File: src/rtl/htmw_pkg.sv
package htmw_pkg;

  // Default sizing of the list store
  localparam int MAX_LIST_DEF    = 64;
  localparam int VERTEX_BITS_DEF = 16;

  // Fixed result field widths
  localparam int COUNT_W  = 7;
  localparam int WEIGHT_W = 19;
  localparam int TOTAL_W  = 48;

  // List selector codes
  localparam logic [1:0] SEL_I    = 2'd0;
  localparam logic [1:0] SEL_J    = 2'd1;
  localparam logic [1:0] SEL_K    = 2'd2;
  localparam logic [1:0] SEL_NONE = 2'd3;

endpackage

File: src/rtl/htmw_ram.sv
module htmw_ram #(
  parameter int WIDTH = 16,
  parameter int DEPTH = 64
) (
  input  logic                                   clk,
  input  logic                                   wr_en,
  input  logic [((DEPTH > 1) ? $clog2(DEPTH) : 1)-1:0] wr_addr,
  input  logic [WIDTH-1:0]                       wr_data,
  input  logic [((DEPTH > 1) ? $clog2(DEPTH) : 1)-1:0] rd_addr_a,
  output logic [WIDTH-1:0]                       rd_data_a,
  input  logic [((DEPTH > 1) ? $clog2(DEPTH) : 1)-1:0] rd_addr_b,
  output logic [WIDTH-1:0]                       rd_data_b
);

  logic [WIDTH-1:0] mem [DEPTH];

  // Write one entry, read two entries with registered data
  always_ff @(posedge clk) begin
    if (wr_en) begin
      mem[wr_addr] <= wr_data;
    end
    rd_data_a <= mem[rd_addr_a];
    rd_data_b <= mem[rd_addr_b];
  end

endmodule

File: src/rtl/hyperedge_triple_motif_weight.sv
// Hyperedge triple motif weight.
// Input channel: an item is taken at a clock edge with start high and busy low.
// Each item may append one vertex ID to list i, j or k (in_list_sel); IDs are
// expected ascending within a list. An element sent to a full list (MAX_LIST
// entries) is dropped and flagged. A list selector of three stores nothing.
// Items without in_last_of_triple are taken one per cycle with no result.
// The closing item starts four merge walks over the stored lists: i/j, j/k,
// i/k and i/j/k. Each walk step is a memory read state and a compare state,
// and a walk takes at most len_a+len_b (or the three-list sum) steps and a
// final read state; states S_SUB, S_MUL1, S_MUL2 and S_ACC then form the
// counts, the two-stage product and the saturating total, all with busy high.
// The result appears on the out_ ports for one cycle with out_valid high, in
// the first cycle that busy is low again; a new item may be taken in that same cycle.
// The receiver cannot stall: out_valid is a strobe and is never held.
// List lengths, the overflow flag and the running total clear at reset;
// the list memories are not cleared, only entries of the current triple are
// read. Lengths and the flag return to zero after each result.
module hyperedge_triple_motif_weight
  import htmw_pkg::*;
#(
  parameter int MAX_LIST    = MAX_LIST_DEF,
  parameter int VERTEX_BITS = VERTEX_BITS_DEF
) (
  input  logic                   clk,
  input  logic                   rst_n,
  input  logic                   start,
  output logic                   busy,
  input  logic [1:0]             in_list_sel,
  input  logic [VERTEX_BITS-1:0] in_vertex_id,
  input  logic                   in_carries_vertex,
  input  logic                   in_last_of_triple,
  input  logic                   in_clear_total,
  output logic                   out_valid,
  output logic [COUNT_W-1:0]     out_only_ij,
  output logic [COUNT_W-1:0]     out_only_jk,
  output logic [COUNT_W-1:0]     out_only_ik,
  output logic [COUNT_W-1:0]     out_common_all,
  output logic [WEIGHT_W-1:0]    out_triple_weight,
  output logic [TOTAL_W-1:0]     out_running_total,
  output logic                   out_list_overflow
);

  localparam int LW       = $clog2(MAX_LIST + 1);
  localparam int AW       = (MAX_LIST > 1) ? $clog2(MAX_LIST) : 1;
  localparam int DEPTH_K  = 2 ** AW;
  localparam int DEPTH_IJ = 2 * DEPTH_K;
  localparam int WW       = 3 * LW;
  localparam logic [LW-1:0] LEN_MAX = LW'(MAX_LIST);

  typedef enum logic [6:0] {
    S_IDLE = 7'b0000001,
    S_RD   = 7'b0000010,
    S_CMP  = 7'b0000100,
    S_SUB  = 7'b0001000,
    S_MUL1 = 7'b0010000,
    S_MUL2 = 7'b0100000,
    S_ACC  = 7'b1000000
  } state_t;

  typedef enum logic [3:0] {
    PH_IJ  = 4'b0001,
    PH_JK  = 4'b0010,
    PH_IK  = 4'b0100,
    PH_IJK = 4'b1000
  } phase_t;

  state_t state_r, state_nxt;
  phase_t phase_r, phase_nxt;

  logic [LW-1:0] len_i_r, len_j_r, len_k_r;
  logic [LW-1:0] len_i_nxt, len_j_nxt, len_k_nxt;
  logic          ovf_r, ovf_nxt;
  logic          clear_r, clear_nxt;
  logic [LW-1:0] p_r, q_r, r_r, p_nxt, q_nxt, r_nxt;
  logic [LW-1:0] ca_r, cb_r, cc_r, g_r, ca_nxt, cb_nxt, cc_nxt, g_nxt;
  logic [LW-1:0] x_r, y_r, z_r;
  logic [2*LW-1:0] xy_r;
  logic [WW-1:0] w_r;
  logic [TOTAL_W-1:0] total_r;
  logic [TOTAL_W-1:0] total_base;
  logic [TOTAL_W:0]   total_sum;
  logic [TOTAL_W-1:0] total_nxt;

  logic accept;
  logic [LW-1:0] sel_len;
  logic          sel_full;
  logic          do_store;

  logic                   ij_wr_en, k_wr_en;
  logic [AW:0]            ij_wr_addr;
  logic [AW:0]            ij_rd_addr_i, ij_rd_addr_j;
  logic [AW-1:0]          k_addr;
  logic [VERTEX_BITS-1:0] vi, vj, vk, vmin;
  logic                   walk_more;

  assign busy   = (state_r != S_IDLE);
  assign accept = start && !busy;

  // Pick the length of the target list
  always_comb begin
    case (in_list_sel)
      SEL_I:   sel_len = len_i_r;
      SEL_J:   sel_len = len_j_r;
      SEL_K:   sel_len = len_k_r;
      default: sel_len = LEN_MAX;
    endcase
  end

  assign sel_full = (sel_len >= LEN_MAX);
  assign do_store = accept && in_carries_vertex && (in_list_sel != SEL_NONE) && !sel_full;

  // Append into the list memories: i and j share one memory, k has its own
  assign ij_wr_en     = do_store && ((in_list_sel == SEL_I) || (in_list_sel == SEL_J));
  assign k_wr_en      = do_store && (in_list_sel == SEL_K);
  assign ij_wr_addr   = {(in_list_sel == SEL_J), sel_len[AW-1:0]};
  assign ij_rd_addr_i = {1'b0, p_r[AW-1:0]};
  assign ij_rd_addr_j = {1'b1, q_r[AW-1:0]};
  assign k_addr       = do_store ? sel_len[AW-1:0] : r_r[AW-1:0];

  htmw_ram #(
    .WIDTH (VERTEX_BITS),
    .DEPTH (DEPTH_IJ)
  ) u_ram_ij (
    .clk       (clk),
    .wr_en     (ij_wr_en),
    .wr_addr   (ij_wr_addr),
    .wr_data   (in_vertex_id),
    .rd_addr_a (ij_rd_addr_i),
    .rd_data_a (vi),
    .rd_addr_b (ij_rd_addr_j),
    .rd_data_b (vj)
  );

  htmw_ram #(
    .WIDTH (VERTEX_BITS),
    .DEPTH (DEPTH_K)
  ) u_ram_k (
    .clk       (clk),
    .wr_en     (k_wr_en),
    .wr_addr   (sel_len[AW-1:0]),
    .wr_data   (in_vertex_id),
    .rd_addr_a (r_r[AW-1:0]),
    .rd_data_a (vk),
    .rd_addr_b (k_addr),
    .rd_data_b ()
  );

  // Smallest of the three current heads
  always_comb begin
    vmin = (vi < vj) ? vi : vj;
    if (vk < vmin) begin
      vmin = vk;
    end
  end

  // Decide whether the current walk has elements left on all its lists
  always_comb begin
    case (phase_r)
      PH_IJ:   walk_more = (p_r < len_i_r) && (q_r < len_j_r);
      PH_JK:   walk_more = (q_r < len_j_r) && (r_r < len_k_r);
      PH_IK:   walk_more = (p_r < len_i_r) && (r_r < len_k_r);
      PH_IJK:  walk_more = (p_r < len_i_r) && (q_r < len_j_r) && (r_r < len_k_r);
      default: walk_more = 1'b0;
    endcase
  end

  // Sequence loading, merge walks and result forming
  always_comb begin
    state_nxt = state_r;
    phase_nxt = phase_r;
    len_i_nxt = len_i_r;
    len_j_nxt = len_j_r;
    len_k_nxt = len_k_r;
    ovf_nxt   = ovf_r;
    clear_nxt = clear_r;
    p_nxt     = p_r;
    q_nxt     = q_r;
    r_nxt     = r_r;
    ca_nxt    = ca_r;
    cb_nxt    = cb_r;
    cc_nxt    = cc_r;
    g_nxt     = g_r;
    case (state_r)
      S_IDLE: begin
        if (accept) begin
          if (in_carries_vertex && (in_list_sel != SEL_NONE)) begin
            if (sel_full) begin
              ovf_nxt = 1'b1;
            end else begin
              case (in_list_sel)
                SEL_I:   len_i_nxt = len_i_r + 1'b1;
                SEL_J:   len_j_nxt = len_j_r + 1'b1;
                SEL_K:   len_k_nxt = len_k_r + 1'b1;
                default: len_i_nxt = len_i_r;
              endcase
            end
          end
          if (in_last_of_triple) begin
            clear_nxt = in_clear_total;
            phase_nxt = PH_IJ;
            p_nxt     = '0;
            q_nxt     = '0;
            r_nxt     = '0;
            ca_nxt    = '0;
            cb_nxt    = '0;
            cc_nxt    = '0;
            g_nxt     = '0;
            state_nxt = S_RD;
          end
        end
      end
      S_RD: begin
        if (walk_more) begin
          state_nxt = S_CMP;
        end else begin
          p_nxt = '0;
          q_nxt = '0;
          r_nxt = '0;
          case (phase_r)
            PH_IJ:   phase_nxt = PH_JK;
            PH_JK:   phase_nxt = PH_IK;
            PH_IK:   phase_nxt = PH_IJK;
            default: state_nxt = S_SUB;
          endcase
        end
      end
      S_CMP: begin
        state_nxt = S_RD;
        case (phase_r)
          PH_IJ: begin
            if (vi == vj) begin
              ca_nxt = ca_r + 1'b1;
              p_nxt  = p_r + 1'b1;
              q_nxt  = q_r + 1'b1;
            end else if (vi < vj) begin
              p_nxt = p_r + 1'b1;
            end else begin
              q_nxt = q_r + 1'b1;
            end
          end
          PH_JK: begin
            if (vj == vk) begin
              cb_nxt = cb_r + 1'b1;
              q_nxt  = q_r + 1'b1;
              r_nxt  = r_r + 1'b1;
            end else if (vj < vk) begin
              q_nxt = q_r + 1'b1;
            end else begin
              r_nxt = r_r + 1'b1;
            end
          end
          PH_IK: begin
            if (vi == vk) begin
              cc_nxt = cc_r + 1'b1;
              p_nxt  = p_r + 1'b1;
              r_nxt  = r_r + 1'b1;
            end else if (vi < vk) begin
              p_nxt = p_r + 1'b1;
            end else begin
              r_nxt = r_r + 1'b1;
            end
          end
          default: begin
            if ((vi == vj) && (vj == vk)) begin
              g_nxt = g_r + 1'b1;
              p_nxt = p_r + 1'b1;
              q_nxt = q_r + 1'b1;
              r_nxt = r_r + 1'b1;
            end else begin
              if (vi == vmin) p_nxt = p_r + 1'b1;
              if (vj == vmin) q_nxt = q_r + 1'b1;
              if (vk == vmin) r_nxt = r_r + 1'b1;
            end
          end
        endcase
      end
      S_SUB:  state_nxt = S_MUL1;
      S_MUL1: state_nxt = S_MUL2;
      S_MUL2: state_nxt = S_ACC;
      S_ACC: begin
        len_i_nxt = '0;
        len_j_nxt = '0;
        len_k_nxt = '0;
        ovf_nxt   = 1'b0;
        state_nxt = S_IDLE;
      end
      default: state_nxt = S_IDLE;
    endcase
  end

  // Saturating add of this weight onto the (optionally cleared) total
  assign total_base = clear_r ? '0 : total_r;
  assign total_sum  = {1'b0, total_base} + (TOTAL_W + 1)'(w_r);
  assign total_nxt  = total_sum[TOTAL_W] ? '1 : total_sum[TOTAL_W-1:0];

  // Control registers
  always_ff @(posedge clk) begin
    if (!rst_n) begin
      state_r   <= S_IDLE;
      phase_r   <= PH_IJ;
      len_i_r   <= '0;
      len_j_r   <= '0;
      len_k_r   <= '0;
      ovf_r     <= 1'b0;
      total_r   <= '0;
      out_valid <= 1'b0;
    end else begin
      state_r   <= state_nxt;
      phase_r   <= phase_nxt;
      len_i_r   <= len_i_nxt;
      len_j_r   <= len_j_nxt;
      len_k_r   <= len_k_nxt;
      ovf_r     <= ovf_nxt;
      out_valid <= (state_r == S_ACC);
      if (state_r == S_ACC) begin
        total_r <= total_nxt;
      end
    end
  end

  // Walk indices, counts and arithmetic pipeline
  always_ff @(posedge clk) begin
    clear_r <= clear_nxt;
    p_r     <= p_nxt;
    q_r     <= q_nxt;
    r_r     <= r_nxt;
    ca_r    <= ca_nxt;
    cb_r    <= cb_nxt;
    cc_r    <= cc_nxt;
    g_r     <= g_nxt;
    if (state_r == S_SUB) begin
      x_r <= (ca_r > g_r) ? ca_r - g_r : '0;
      y_r <= (cb_r > g_r) ? cb_r - g_r : '0;
      z_r <= (cc_r > g_r) ? cc_r - g_r : '0;
    end
    if (state_r == S_MUL1) begin
      xy_r <= x_r * y_r;
    end
    if (state_r == S_MUL2) begin
      w_r <= ((x_r != '0) && (y_r != '0) && (z_r != '0)) ? xy_r * z_r : '0;
    end
  end

  // Capture the result fields for the strobe cycle
  always_ff @(posedge clk) begin
    if (state_r == S_ACC) begin
      out_only_ij       <= COUNT_W'(x_r);
      out_only_jk       <= COUNT_W'(y_r);
      out_only_ik       <= COUNT_W'(z_r);
      out_common_all    <= COUNT_W'(g_r);
      out_triple_weight <= WEIGHT_W'(w_r);
      out_running_total <= total_nxt;
      out_list_overflow <= ovf_r;
    end
  end

`ifndef NO_ASSERTIONS
  // A closing item always starts the walk
  a_last_busy: assert property (@(posedge clk) disable iff (!rst_n)
    (accept && in_last_of_triple) |=> busy)
    else $error("closing item did not start computation");

  // A compare step only happens with every head of the walk inside its list
  a_walk_bounds: assert property (@(posedge clk) disable iff (!rst_n)
    (state_r == S_CMP) |-> walk_more)
    else $error("merge walk read past a list end");

  // Lengths never pass the list capacity
  a_len_max: assert property (@(posedge clk) disable iff (!rst_n)
    (len_i_r <= LEN_MAX) && (len_j_r <= LEN_MAX) && (len_k_r <= LEN_MAX))
    else $error("list length beyond capacity");

  // Each result is a single-cycle strobe following the accumulate step
  a_strobe: assert property (@(posedge clk) disable iff (!rst_n)
    out_valid |-> ($past(state_r) == S_ACC) && !busy)
    else $error("result strobe out of sequence");
`endif

endmodule

File: config.mk
export PLATFORM = sky130hd
export DESIGN_NAME = hyperedge_triple_motif_weight
export DESIGN_NICKNAME = d
export VERILOG_FILES = /design/src/rtl/htmw_pkg.sv /design/src/rtl/htmw_ram.sv /design/src/rtl/hyperedge_triple_motif_weight.sv
export SDC_FILE = /design/constraint.sdc
export NUM_CORES = 2
export LEC_CHECK = 0
export BUFFER_PORTS_ARGS = -buffer_cell sky130_fd_sc_hd__buf_2
export CAP_MARGIN = 10
export CORE_MARGIN = 5
export CORE_UTILIZATION = 55
export CTS_CLUSTER_DIAMETER = 120
export DETAILED_ROUTE_END_ITERATION = 16
export PLACE_DENSITY = 0.71
export SLEW_MARGIN = 20
export SYNTH_ARGS = -nofsm -noshare
export SYNTH_HDL_FRONTEND = slang
export SYNTH_HIERARCHICAL = 1
export SYNTH_SLANG_ARGS = --single-unit
File: constraint.sdc
create_clock -name clk -period 16.3 [get_ports clk]
set_clock_uncertainty 0.1 [all_clocks]
set_input_delay 1.63 -clock clk [delete_from_list [all_inputs] [get_ports clk]]
set_output_delay 1.63 -clock clk [all_outputs]
set_load 0.01 [all_outputs]
==> flow_metrics.env <==
export IMPL_worstSetupStartpointType="flop"
export IMPL_regArea_um2=100900
export IMPL_worst_hold_path_endpoint="out_common_all[5]"
export IMPL_clk_insertion_delay_late_ns=0.95
export IMPL_clk_pin_slew_ns=0.06
export IMPL_max_slew_worst_pin_slew_ns=1.401
export IMPL_min_path_cells=0
export IMPL_io_pin_count=122
export IMPL_numCtsBuffers=354
export IMPL_cts_resized_gates=0
export IMPL_number_of_global_route_vias_before_repair=84370
export IMPL_die_x_um=542.5
export IMPL_hold_viol_final=0
export IMPL_crit_path_max_fanout=22
export IMPL_gr_total_overflow=0
export IMPL_drt_iter0_drc=11740
export IMPL_vdd_ir_drop_max_mv=0.1823
export IMPL_count_of_tritonroute_iterations_in_the_first_routing_pass=8
export IMPL_remaining_drc_errors=0
export IMPL_timing_critical_path_arrival_ns=8.39
export IMPL_ys_warnings_count=6
export IMPL_setup_reg_to_reg_worst_slack_ns=8.38
export IMPL_final_setup_worst_slack_ns=8.380
export IMPL_critPathRequiredTime_ns=16.77
export IMPL_core_area_um2=282300
export IMPL_initial_utilization=0.5524
export IMPL_synthesis_instances=7991
export IMPL_layout_cell_area_excl_fill_um2=173000
export IMPL_cts_root_buffer="sky130_fd_sc_hd__clkbuf_16"
export IMPL_setup_worst_path_class="flop to flop"
export IMPL_routedWlPerCell_um=34.53
export IMPL_worstSetupEndpointType="flop"
export IMPL_placed_cell_area_um2=161200
export IMPL_grt_start_max_net_pins=153
export IMPL_unrepaired_setup_endpoints_after_global_routing="no"
export IMPL_nets=8509
export IMPL_powerDensity_nw_per_um2=157.9
export IMPL_final_period_minus_worst_setup_slack_ns=7.920
export IMPL_h_tree_depth=5
export IMPL_tritoncts="yes"
export IMPL_cp_cell_sequence="inv_1 > ha_1 > a41oi_2 > o21ai_1 > a221oi_2 > and3_1 > buf_4 > mux2i_1 > ha_1 > a21o_1 > a21o_1 > a21oi_1 > o2111ai_1 > or3b_1 > nand2_2 > a211oi_1 > nor4_2 > nand4_1 > nor4b_1 > o311a_1"
export IMPL_cts_root_to_sink_buffers=4
export IMPL_detail_route_wirelength_um=422500
export IMPL_period_share=0.4859
export IMPL_dieArea_um2=294300
export IMPL_leakage_dissipation_nw=54.88
export IMPL_status="finished clean"
export IMPL_worstHoldPathType="flop to flop"
export IMPL_mappedNetlistArea_um2=155900
export IMPL_fin_hold_ws_ns=0.3477
export IMPL_die_h_um=542.5
export IMPL_core_rowCount=195
export IMPL_finalWeightedCongestion=0.9308
export IMPL_syn_mean_instance_area_um2=19.51
export IMPL_worst_hold_path_startpoint="g_r[5]"
export IMPL_multi_input_area_um2=52580
export IMPL_worst_slew_margin_rel=0.06613
export IMPL_grt_antenna_before_repair=38
export IMPL_area_delta_synth_final_pct=10.93
export IMPL_worst_path_dominant_cell_family="simple AND/OR/NAND/NOR gates"
export IMPL_slew_viol_final=0
export IMPL_regToRegEndpoint="q_r[0]"
export IMPL_cp_slowest_stage_delay_ns=0.76
export IMPL_critical_path_slowest_cell="sky130_fd_sc_hd__and3_1"
export IMPL_drive_gt1_frac=0.3131
export IMPL_totalNegativeSetupSlack_ns=0
export IMPL_finalSetupViolCount=0
export IMPL_cp_num_buf_inv=2
export IMPL_dp_slack_ns=8.432
export IMPL_achievable_frequency_mhz=126.3
export IMPL_clkSinkCount=3404
export IMPL_timing_reg2reg_worst_path_depth=20
export IMPL_grt_first_pass_wirelength_um=610400
export IMPL_nFillCells=19510
export IMPL_max_cap_violations=0
export IMPL_grtUsageTotal=0.2872
export IMPL_postRouteAntennaNets=0
export IMPL_vias=84900
export IMPL_holdBufCountCts=0
export IMPL_critical_path_reg2reg_startpoint="u_ram_ij/rd_data_b[11]"
export IMPL_post_cts_setup_buffer_count=0
export IMPL_route_detailed_vias_per_inst=6.938
export IMPL_hpwl_um=267200
export IMPL_port_buffers=121
==> routing by layer <==
metal / track usage / share of wire / vias to the layer above
li1: - / - / 33870
met1: 0.4119 / 0.37 / 45080
met2: 0.4364 / 0.46 / 5180
met3: 0.06860 / 0.12 / 746
met4: 0.1063 / 0.045 / 14
met5: 0 / 0.00034 / -
==> how the worst max path moves through the flow <==
stage	start	endpoint	slack, ns	cells past startpoint
4_1_cts	u_ram_ij/rd_data_b[11]	q_r[3]	8.38	20
5_1_grt	u_ram_ij/rd_data_b[11]	q_r[0]	7.97	20
3_5_place_dp	u_ram_ij/rd_data_b[11]	q_r[0]	8.43	20
6_report	u_ram_ij/rd_data_b[11]	q_r[0]	8.38	20
2_1_floorplan	state_r[4]	out_common_all[0]	10.96	7
3_3_place_gp	u_ram_ij/rd_data_b[10]	q_r[3]	8.41	20
==> cells in the final DEF (no fill, tap or decap), drive strengths merged, types with 72 or more instances in the layout <==
cell type / count
nand2: 257
edfxtp: 3274
clkbuf: 429
fa: 87
mux2i: 103
a21oi: 128
inv: 193
buf: 332
mux4: 1552
a211oi: 77
xnor2: 114
nand3: 72
dfxtp: 130
nor2: 414
clkinv: 153
ha: 204
o21ai: 145
mux2: 109
==> through the flow <==
stage	power (mW)	utilization	cells
after detailed placement	19.26	0.5711	11580
after global placement	19.27	0.5709	11580
after global routing	28.18	0.6127	12220
after CTS	27.29	0.6120	12220
final	27.32	0.6128	12240
after floorplan	16.08	-	7999
==> report_power, final <==
group / switching (mW) / internal (mW)
Sequential: 0.199 / 9.74
Combinational: 5.40 / 3.92
Clock: 3.44 / 4.62
==> cell type report <==
class / count / area share
flip-flops and latches: 3404 / 0.5834
multi-input cells: 3920 / 0.3040
clock buffers: 429 / 0.05338
well taps: 3743 / 0.02707
repair buffers: 332 / 0.01458
clock inverters: 212 / 0.01337
inverters: 182 / 0.003978
diodes: 14 / 0.0002025
==> registers in the layout, indices dropped and copies added, names as in the netlist, 14 cells and up <==
| register | count |
|---|---|
| out_running_total | 48 |
| out_triple_weight | 19 |
| total_r | 48 |
| u_ram_ij/mem | 2048 |
| u_ram_ij/rd_data_a | 16 |
| u_ram_ij/rd_data_b | 16 |
| u_ram_k/mem | 1024 |
| u_ram_k/rd_data_a | 16 |
| w_r | 21 |
| xy_r | 14 |
Note: power is estimated with default switching activity, not from simulation.
